--- config.mk ---
export PLATFORM = sky130hd
export DESIGN_NAME = selection_sort_engine_core
export DESIGN_NICKNAME = d
export VERILOG_FILES = /design/src/sv/sse_pkg.sv /design/src/sv/sse_store.sv /design/src/sv/sse_cmp.sv /design/src/sv/selection_sort_engine_core.sv
export VERILOG_INCLUDE_DIRS = /design/src /design/src/sv
export SDC_FILE = /design/constraint.sdc
export NUM_CORES = 1
export LEC_CHECK = 0
export BUFFER_PORTS_ARGS = -buffer_cell sky130_fd_sc_hd__buf_2
export CAP_MARGIN = 5
export CORE_ASPECT_RATIO = 1.25
export CORE_MARGIN = 10
export CORE_UTILIZATION = 53
export CTS_CLUSTER_SIZE = 12
export DETAILED_ROUTE_END_ITERATION = 7
export PLACE_DENSITY = 0.77
export SLEW_MARGIN = 25
export SYNTH_ARGS = -nofsm -noshare
export SYNTH_HDL_FRONTEND = slang
export SYNTH_HIERARCHICAL = 1
export SYNTH_SLANG_ARGS = --single-unit
--- constraint.sdc ---
create_clock -name clk -period 14.47 [get_ports clk]
set_clock_uncertainty 0.15 [all_clocks]
set_input_delay 0.7235 -clock clk [delete_from_list [all_inputs] [get_ports clk]]
set_output_delay 0.7235 -clock clk [all_outputs]
set_load 0.02 [all_outputs]
--- src/sv/selection_sort_engine_core_defines.svh ---
`ifndef SELECTION_SORT_ENGINE_CORE_DEFINES_SVH
`define SELECTION_SORT_ENGINE_CORE_DEFINES_SVH

// same-cycle implication under reset
`define SSE_ASSERT_NOW(label, clk, rst_n, ante, cons, msg) \
    label: assert property (@(posedge clk) disable iff (!rst_n) (ante) |-> (cons)) \
        else $error(msg);

// next-cycle implication under reset
`define SSE_ASSERT_NEXT(label, clk, rst_n, ante, cons, msg) \
    label: assert property (@(posedge clk) disable iff (!rst_n) (ante) |=> (cons)) \
        else $error(msg);

`endif

--- src/sv/sse_pkg.sv ---
package sse_pkg;

    localparam int MAX_ITEMS_DEF = 16;
    localparam int DATA_W = 32;
    localparam int APB_AW = 3;

    // register index taken from paddr[2]
    localparam logic REG_DESCENDING = 1'b0;

    typedef enum logic [2:0] {
        S_IDLE,
        S_READI,
        S_FIRST,
        S_SCAN,
        S_EMIT
    } sse_state_t;

endpackage

--- src/sv/sse_store.sv ---
module sse_store #(
    parameter int DEPTH = sse_pkg::MAX_ITEMS_DEF,
    parameter int AW = $clog2(DEPTH)
) (
    input  logic                       clk,
    input  logic                       we,
    input  logic [AW-1:0]              waddr,
    input  logic [sse_pkg::DATA_W-1:0] wdata,
    input  logic [AW-1:0]              raddr,
    output logic [sse_pkg::DATA_W-1:0] rdata
);

    logic [sse_pkg::DATA_W-1:0] mem [DEPTH];
    logic [sse_pkg::DATA_W-1:0] rdata_reg;

    always_ff @(posedge clk)
    begin
        if (we)
        begin
            mem[waddr] <= wdata;
        end
        rdata_reg <= mem[raddr];
    end

    assign rdata = rdata_reg;

endmodule

--- src/sv/sse_cmp.sv ---
module sse_cmp (
    input  logic signed [sse_pkg::DATA_W-1:0] best,
    input  logic signed [sse_pkg::DATA_W-1:0] cand,
    input  logic                              descending,
    output logic                              better
);

    always_comb
    begin
        if (descending)
        begin
            better = best < cand;
        end
        else
        begin
            better = cand < best;
        end
    end

endmodule

--- src/sv/selection_sort_engine_core.sv ---
// throughput: one input item per cycle while loading
// one shared signed comparator and a store with one write and one registered read port set the pace
// no input item is taken while a set is being sorted and emitted
// reset: async active low, clears sequencer, count, overflow flag and descending; store is not cleared
module selection_sort_engine_core #(
    parameter int MAX_ITEMS = sse_pkg::MAX_ITEMS_DEF
) (
    input  logic                              clk,
    input  logic                              rst_n,
    input  logic                              psel,
    input  logic                              penable,
    input  logic                              pwrite,
    input  logic [sse_pkg::APB_AW-1:0]        paddr,
    input  logic [31:0]                       pwdata,
    output logic [31:0]                       prdata,
    output logic                              pready,
    input  logic                              item_valid,
    output logic                              item_stall,
    input  logic signed [sse_pkg::DATA_W-1:0] value,
    input  logic                              last,
    output logic                              result_valid,
    input  logic                              result_stall,
    output logic signed [sse_pkg::DATA_W-1:0] sorted_value,
    output logic                              end_of_set,
    output logic                              overflow
);

`include "selection_sort_engine_core_defines.svh"

    localparam int IDX_W = $clog2(MAX_ITEMS);
    localparam int CNT_W = $clog2(MAX_ITEMS + 1);
    localparam logic [CNT_W-1:0] CNT_MAX = CNT_W'(MAX_ITEMS);

    sse_pkg::sse_state_t state_reg, state_next;

    logic [CNT_W-1:0]          count_reg, count_next;
    logic [CNT_W-1:0]          n_reg, n_next;
    logic                      ovf_reg, ovf_next;
    logic [IDX_W-1:0]          i_reg, i_next;
    logic [IDX_W-1:0]          j_reg, j_next;
    logic [IDX_W-1:0]          pick_reg, pick_next;
    logic [sse_pkg::DATA_W-1:0] best_reg, best_next;
    logic [sse_pkg::DATA_W-1:0] vali_reg, vali_next;
    logic                      desc_reg;
    logic                      result_valid_reg, result_valid_next;
    logic [sse_pkg::DATA_W-1:0] sorted_value_reg;
    logic                      end_of_set_reg;
    logic                      overflow_reg;

    logic                      mem_we;
    logic [IDX_W-1:0]          mem_waddr;
    logic [sse_pkg::DATA_W-1:0] mem_wdata;
    logic [IDX_W-1:0]          mem_raddr;
    logic [sse_pkg::DATA_W-1:0] mem_rdata;

    logic better;
    logic out_load;
    logic last_pass;
    logic emit_ok;
    logic cfg_write;

    sse_store #(
        .DEPTH (MAX_ITEMS),
        .AW    (IDX_W)
    ) u_store (
        .clk   (clk),
        .we    (mem_we),
        .waddr (mem_waddr),
        .wdata (mem_wdata),
        .raddr (mem_raddr),
        .rdata (mem_rdata)
    );

    sse_cmp u_cmp (
        .best       (best_reg),
        .cand       (mem_rdata),
        .descending (desc_reg),
        .better     (better)
    );

    // configuration port
    assign pready    = 1'b1;
    assign cfg_write = psel && penable && pwrite && pready
                       && (paddr[2] == sse_pkg::REG_DESCENDING);

    always_comb
    begin
        if (paddr[2] == sse_pkg::REG_DESCENDING)
        begin
            prdata = {31'b0, desc_reg};
        end
        else
        begin
            prdata = '0;
        end
    end

    always_ff @(posedge clk or negedge rst_n)
    begin
        if (!rst_n)
        begin
            desc_reg <= 1'b0;
        end
        else if (cfg_write)
        begin
            desc_reg <= pwdata[0];
        end
    end

    assign emit_ok   = !result_valid_reg || !result_stall;
    assign last_pass = (CNT_W'(i_reg) + CNT_W'(1)) == n_reg;

    // sequencer
    always_comb
    begin
        state_next        = state_reg;
        count_next        = count_reg;
        n_next            = n_reg;
        ovf_next          = ovf_reg;
        i_next            = i_reg;
        j_next            = j_reg;
        pick_next         = pick_reg;
        best_next         = best_reg;
        vali_next         = vali_reg;
        result_valid_next = result_valid_reg && result_stall;
        out_load          = 1'b0;
        mem_we            = 1'b0;
        mem_waddr         = i_reg;
        mem_wdata         = value;
        mem_raddr         = i_reg;

        unique case (state_reg)
            sse_pkg::S_IDLE:
            begin
                if (item_valid)
                begin
                    if (count_reg < CNT_MAX)
                    begin
                        mem_we     = 1'b1;
                        mem_waddr  = count_reg[IDX_W-1:0];
                        mem_wdata  = value;
                        count_next = count_reg + CNT_W'(1);
                    end
                    else
                    begin
                        ovf_next = 1'b1;
                    end
                    if (last)
                    begin
                        n_next     = count_next;
                        i_next     = '0;
                        state_next = sse_pkg::S_READI;
                    end
                end
            end
            sse_pkg::S_READI:
            begin
                mem_raddr  = i_reg;
                state_next = sse_pkg::S_FIRST;
            end
            sse_pkg::S_FIRST:
            begin
                best_next = mem_rdata;
                vali_next = mem_rdata;
                pick_next = i_reg;
                if ((CNT_W'(i_reg) + CNT_W'(1)) < n_reg)
                begin
                    mem_raddr  = i_reg + IDX_W'(1);
                    j_next     = i_reg + IDX_W'(1);
                    state_next = sse_pkg::S_SCAN;
                end
                else
                begin
                    state_next = sse_pkg::S_EMIT;
                end
            end
            sse_pkg::S_SCAN:
            begin
                if (better)
                begin
                    best_next = mem_rdata;
                    pick_next = j_reg;
                end
                if ((CNT_W'(j_reg) + CNT_W'(1)) < n_reg)
                begin
                    mem_raddr = j_reg + IDX_W'(1);
                    j_next    = j_reg + IDX_W'(1);
                end
                else
                begin
                    state_next = sse_pkg::S_EMIT;
                end
            end
            sse_pkg::S_EMIT:
            begin
                if (emit_ok)
                begin
                    out_load          = 1'b1;
                    result_valid_next = 1'b1;
                    // swap: old head goes where the winner was
                    mem_we            = 1'b1;
                    mem_waddr         = pick_reg;
                    mem_wdata         = vali_reg;
                    if (last_pass)
                    begin
                        count_next = '0;
                        ovf_next   = 1'b0;
                        state_next = sse_pkg::S_IDLE;
                    end
                    else
                    begin
                        i_next     = i_reg + IDX_W'(1);
                        state_next = sse_pkg::S_READI;
                    end
                end
            end
            default:
            begin
                state_next = sse_pkg::S_IDLE;
            end
        endcase
    end

    always_ff @(posedge clk or negedge rst_n)
    begin
        if (!rst_n)
        begin
            state_reg        <= sse_pkg::S_IDLE;
            count_reg        <= '0;
            n_reg            <= '0;
            ovf_reg          <= 1'b0;
            i_reg            <= '0;
            j_reg            <= '0;
            pick_reg         <= '0;
            result_valid_reg <= 1'b0;
        end
        else
        begin
            state_reg        <= state_next;
            count_reg        <= count_next;
            n_reg            <= n_next;
            ovf_reg          <= ovf_next;
            i_reg            <= i_next;
            j_reg            <= j_next;
            pick_reg         <= pick_next;
            result_valid_reg <= result_valid_next;
        end
    end

    always_ff @(posedge clk)
    begin
        best_reg <= best_next;
        vali_reg <= vali_next;
        if (out_load)
        begin
            sorted_value_reg <= best_reg;
            end_of_set_reg   <= last_pass;
            overflow_reg     <= ovf_reg;
        end
    end

    assign item_stall   = (state_reg != sse_pkg::S_IDLE);
    assign result_valid = result_valid_reg;
    assign sorted_value = sorted_value_reg;
    assign end_of_set   = end_of_set_reg;
    assign overflow     = overflow_reg;

    `SSE_ASSERT_NOW(a_count_range, clk, rst_n, 1'b1, count_reg <= CNT_MAX,
        "element count beyond capacity")
    `SSE_ASSERT_NOW(a_scan_bounds, clk, rst_n, state_reg == sse_pkg::S_SCAN,
        (j_reg > i_reg) && (CNT_W'(j_reg) < n_reg), "scan index out of range")
    `SSE_ASSERT_NEXT(a_end_to_idle, clk, rst_n,
        (state_reg == sse_pkg::S_EMIT) && emit_ok && last_pass,
        (state_reg == sse_pkg::S_IDLE) && end_of_set_reg && result_valid_reg,
        "final item of set not followed by idle")

endmodule
==> results.py, run 1 <==
metrics = {
    "cts": {
        "post_cts_buffers": 0,
        "clk_latency_ps": 590,
        "clockBufferDepth": 3,
        "path_clk_slew_ps": 60,
        "cts_sinks": 670,
        "cts_buffers": 67,
        "htreeDepth": 3,
        "cts_tree": "built",
        "ctsResizeCount": 0,
        "ctsHoldBuffers": 0,
        "cts-root-buf": "clkbuf_16",
    },
    "floorplan": {
        "rows": 90,
        "start_util_pct": 53.76,
        "die_area_mm2": 0.05856,
        "fp.dieW_um": 218.5,
        "fp.coreArea_mm2": 0.04853,
        "io-pin-count": 144,
        "die_h_um": 268.1,
    },
    "timing": {
        "max_freq_mhz": 175.8,
        "final_hold_viol_count": 0,
        "worst_pin_slew_ps": 1169,
        "setup_ws_ps": 8782,
        "finalSetupViolations": 0,
        "slew_headroom_pct": 21.65,
        "period_share_pct": 39.31,
        "rsz0062_at_grt": "false",
        "min_period_ps": 5688,
        "maxSlewViolCount": 0,
        "setup_tns_ps": 0,
        "whs_ps": 25.36,
    },
    "outcome": {
        "status": "completed",
    },
    "setup_path": {
        "cp_max_fo": 40,
        "worstSetupPathType": "reg -> reg",
        "cp-end-kind": "flip-flop",
        "worst_ep_required_time_ps": 14580,
        "worstPathArrival_ps": 5800,
        "r2r_slack_ps": 8780,
        "r2r-end": "u_store/mem[11][14]",
        "r2r.worst_path.cells": 9,
        "reg2reg_from": "state_reg[0]",
        "start_kind": "flip-flop",
    },
    "power": {
        "leakage_nw": 10.04,
        "power_mw": 6.514,
        "worst_ir_drop_vdd_mv": 0.3501,
        "power.density_mw_per_mm2": 222.3,
    },
    "layout": {
        "final_area_mm2": 0.02931,
        "areaGrowthSynthToFinish_pct": 12.33,
        "drive_gt1_share_pct": 22.41,
        "fillers": 3295,
        "seqCellArea_mm2": 0.01966,
        "nets": 1636,
        "utilization_pct": 60.39,
        "diodes": 0,
        "final_cells": 2210,
        "largest_reg_flops": 512,
        "regMostFlops": "u_store/mem",
        "multi_input_area_mm2": 0.006020,
    },
    "yosys": {
        "synthAdderAreaFrac_pct": 2.110,
        "synth_compound_area_share_pct": 4.047,
        "synth-xor-area-share_pct": 0.2685,
        "ys_async_sr_fraction_pct": 4.179,
        "synth.area.top_cells": "edfxtp_1, mux4_2, dfrtp_1",
        "synth_common_cells": "edfxtp_1, nand2_1, mux4_2, a22oi_1, inv_1",
        "synth_edf_count": 610,
        "synth_top_family_by_area": "multiplexers",
        "synth-simple-area-share_pct": 4.067,
        "yosysWarningCount": 6,
        "synth_cell_types": 56,
        "ys_seq_area_share_pct": 75.35,
        "ys_ff_latch": 670,
        "avgSynthCellArea_um2": 18.69,
        "synth_ff_type": "edfxtp_1",
        "synth_top_cell_by_area": "edfxtp_1",
        "yosysTopAreaCellShare_pct": 70.21,
        "syn_inst": 1396,
        "synth.area.mux_share_pct": 11.46,
        "netlist_area_mm2": 0.02609,
        "synth.most_common_cell": "edfxtp_1",
    },
    "routing": {
        "vias": 13404,
        "drt_iter0_markers": 1525,
        "dr.pass1.iters": 7,
        "postRouteAntennaNets": 0,
        "via_per_inst": 6.065,
        "drc": 0,
        "drt-total-wl_mm": 58.08,
        "wl_per_cell_um": 26.28,
    },
    "grt": {
        "grt_overflow": 0,
        "grt_usage_pct": 20.02,
        "grt_pass1_wl_mm": 86.84,
        "grt_pass1_vias": 13974,
        "grt_max_degree": 92,
        "antenna_found_initial": 0,
    },
    "placement": {
        "gp_congestion": 0.8336,
        "dp_slack_ps": 8618,
        "io_buffers": 78,
        "dpl.hpwl_mm": 30.64,
        "dp_cells": 2092,
        "dpl-instance-area_mm2": 0.02730,
    },
    "flow_run": {
        "maxCapViolCount": 0,
    },
    "worst_hold_path": {
        "min_path_type": "in -> async",
    },
}
area by class of cell:
class | count | area share, %
flip-flops and latches | 670 | 67.08
multi-input cells | 618 | 20.54
clock buffers | 112 | 6.621
well taps | 644 | 2.749
repair buffers | 108 | 2.143
inverters | 52 | 0.6703
clock inverters | 6 | 0.2006
cells by family (layout without fill, tap and decap cells):
group,Yosys count,count (layout)
AO/OA/AOI/OAI,152,152
XOR/XNOR,8,8
adder cells (fa/ha/maj),44,44
buffers and inverters,138,278
flip-flops,670,670
multiplexers,138,138
other,2,32
AND/OR/NAND/NOR,244,244
per-layer routing:
metal / wire length, um / part of all wire, % / GRT usage, %
met5: 0 / 0 / 0
met3: 5569 / 9.6 / 3.769
met1: 21170 / 36 / 25.20
met2: 29340 / 51 / 33.31
met4: 1995 / 3.4 / 9.057
worst max-delay path: stages (launching register included):
cell and delay [ps]:
dfrtp_1 470, nor2_1 190, nand3_2 110, buf_4 480, clkinv_2 720, buf_4 570, o31ai_1 890, nand2_1 470
nor2_4 850, buf_4 430
power by group:
group          leakage (nW)  switching, mW  internal, mW
Sequential             6.16          0.141          2.52
Clock                 0.955          0.676         0.930
Combinational          2.93           1.24          1.00
worst max-delay path by stage:
stage,startpoint,endpoint
after CTS,state_reg[0],u_store/mem[11][17]
after global routing,state_reg[0],u_store/mem[11][12]
after floorplan,item_valid,u_store/mem[0][0]
final,state_reg[0],u_store/mem[11][14]
after global placement,result_stall,u_store/mem[11][19]
after detailed placement,result_stall,u_store/mem[11][14]
cell usage in the layout (no fill, tap or decap), types with 5 or more instances in the layout:
cell	count
a21oi_1	23
conb_1	32
nor2_1	14
dfrtp_1	28
o21ai_0	22
dfxtp_1	32
a21o_1	9
nand3_1	10
buf_4	29
mux2i_1	5
ha_1	44
clkbuf_1	40
xor2_1	6
a22oi_1	67
inv_1	51
nand4_1	8
buf_2	78
mux4_2	128
nor2_4	14
nand2_1	163
edfxtp_1	610
clkbuf_16	71
No activity file was read; power rests on OpenSTA's default activity.
==> inputs of run 2 (changes only) <==
- PLACE_DENSITY: 0.77 -> 0.79
- clock period: 14.47 -> 5.11 ns (I/O delays scaled with it)
==> results.py, run 2 (same netlist as run 1, synthesis figures left out) <==
metrics = {
    "outcome": {
        "status": "completed",
    },
    "routing": {
        "drt_iter0_markers": 1484,
        "drc": 0,
        "postRouteAntennaNets": 0,
        "wl_per_cell_um": 26.38,
        "drt-total-wl_mm": 58.49,
        "via_per_inst": 6.083,
        "dr.pass1.iters": 5,
        "vias": 13486,
    },
    "setup_path": {
        "worstSetupPathType": "reg -> reg",
        "cp.depth": 7,
        "crit_chain": "nor2_1, nand3_2, clkinv_2, o31ai_1, nand2b_1, nor2_4, buf_4",
        "startpoint": "state_reg[0]",
        "r2r.worst_path.cells": 7,
        "reg2reg_from": "state_reg[0]",
        "crit_buf_inv": 2,
        "cp_max_fo": 21,
        "start_kind": "flip-flop",
        "cp_slowest_cell": "o31ai_1",
        "critPathMaxStageDelay_ps": 1000,
        "worstPathArrival_ps": 4460,
        "path_delay_family": "simple AND/OR/NAND/NOR gates",
        "cp-end-kind": "flip-flop",
        "crit_path_end": "u_store/mem[6][6]",
        "worst_ep_required_time_ps": 5230,
        "r2r_slack_ps": 780,
        "r2r-end": "u_store/mem[6][6]",
    },
    "layout": {
        "final_area_mm2": 0.02943,
        "nets": 1644,
        "layout_commonest_cell": "edfxtp_1",
        "fillers": 3262,
        "final_cell_mix": "edfxtp_1, nand2_1, mux4_2",
        "diodes": 0,
        "drive_gt1_share_pct": 22.44,
        "areaGrowthSynthToFinish_pct": 12.78,
        "regMostFlops": "u_store/mem",
        "final_cells": 2217,
        "largest_reg_flops": 512,
    },
    "timing": {
        "whs_ps": 77.83,
        "max_freq_mhz": 230.7,
        "slew_headroom_pct": 28.79,
        "worst_pin_slew_ps": 1059,
        "final_hold_viol_count": 0,
        "min_period_ps": 4334,
        "period_share_pct": 84.82,
        "finalSetupViolations": 0,
        "setup_ws_ps": 775.8,
        "maxSlewViolCount": 0,
        "setup_tns_ps": 0,
        "rsz0062_at_grt": "false",
    },
    "power": {
        "p_sw_mw": 5.909,
        "p_seq_share_pct": 40.7,
        "p_int_mw": 12.66,
        "power.density_mw_per_mm2": 631.1,
        "swShare_pct": 31.82,
        "leakage_nw": 10.09,
        "worst_ir_drop_vdd_mv": 0.6774,
        "pwr-share-clk_pct": 24.4,
        "comb_power_share_pct": 34.9,
    },
    "placement": {
        "dp_slack_ps": 873.5,
        "dpl-instance-area_mm2": 0.02740,
        "dp_cells": 2095,
        "io_buffers": 78,
        "dpl.hpwl_mm": 30.52,
        "gp_congestion": 0.8583,
    },
    "grt": {
        "grt_pass1_vias": 13994,
        "grt_max_degree": 56,
        "grt_pass1_wl_mm": 88.35,
        "antenna_found_initial": 4,
        "grt_usage_pct": 20.19,
        "grt_overflow": 0,
    },
    "worst_hold_path": {
        "min_path_cells": 4,
        "min_path_type": "in -> reg",
    },
    "cts": {
        "cts_tree": "built",
        "cts-root-buf": "clkbuf_16",
        "cts_sinks": 670,
        "htreeDepth": 3,
        "clockBufferDepth": 3,
        "cts_buffers": 67,
        "clk_latency_ps": 580,
        "path_clk_slew_ps": 60,
    },
    "floorplan": {
        "fp.coreArea_mm2": 0.04853,
        "io-pin-count": 144,
        "fp.dieW_um": 218.5,
        "rows": 90,
        "start_util_pct": 53.76,
        "die_area_mm2": 0.05856,
        "die_h_um": 268.1,
    },
    "flow_run": {
        "maxCapViolCount": 0,
    },
}
run 2: cell types whose count changed in the layout (fill, tap and decap cells not counted), moves of 2 or more:
cell	delta
buf_12	+7
dlygate4sd3_1	+5
buf_4	-4
clkbuf_1	-2
clkinv_1	+2
nor2b_2	+2
nor2b_4	-2
run 2: metal layers:
layer / wire length (um) / GRT usage, % / vias to the layer above / share of wire (%)
li1: - / - / 5704 / -
met1: 21390 / 25.75 / 6933 / 37
met2: 29340 / 33.24 / 700 / 50
met3: 5501 / 4.106 / 141 / 9.4
met4: 2200 / 8.587 / 8 / 3.8
met5: 69 / 0 / - / 0.12
run 2: power groups by stage:
stage / clock network (mW) / logic, mW / registers (mW)
finish: 4.53 / 6.48 / 7.56
global route: 4.80 / 7.02 / 7.63
CTS: 4.58 / 6.53 / 7.56
detailed placement: 0 / 6.45 / 7.65
global placement: 0 / 6.27 / 7.61
floorplan: 0 / 4.89 / 7.52
run 2: stage by stage:
| step | power [mW] | utilization (%) |
|---|---|---|
| after floorplan | 12.41 | - |
| after global placement | 13.89 | 56.45 |
| after detailed placement | 14.10 | 56.45 |
| after global routing | 19.46 | 60.63 |
| final | 18.57 | 60.63 |
| after CTS | 18.68 | 60.62 |
run 2: worst min path at each step:
stage	from	to	slack [ps]
floorplan	rst_n	count_reg[0]	-190
global placement	rst_n	ovf_reg	160
detailed placement	rst_n	desc_reg	160
CTS	item_valid	count_reg[4]	50
global route	item_valid	count_reg[4]	130
finish	item_valid	count_reg[4]	80
run 2: layout make-up:
cell class,instances,area [um^2],area share (%)
well taps,644,805.8,2.738
flip-flops and latches,670,19660,66.81
repair buffers,116,788.3,2.679
multi-input cells,618,6005,20.40
clock inverters,7,40.04,0.1361
inverters,52,196.4,0.6675
clock buffers,110,1933,6.569
run 2: worst reg2reg max path, cell delays in order (launching register included):
cell      delay (ps)
dfrtp_1          480
nor2_1           200
nand3_2          140
clkinv_2         310
o31ai_1         1000
nand2b_1         490
nor2_4           920
buf_4            340
run 2: what timing repair did:
item                                   CTS  global route
resized for setup                        0             0
hold buffers                             5             0
setup buffers                            0             0
endpoints found under the hold margin   32             0
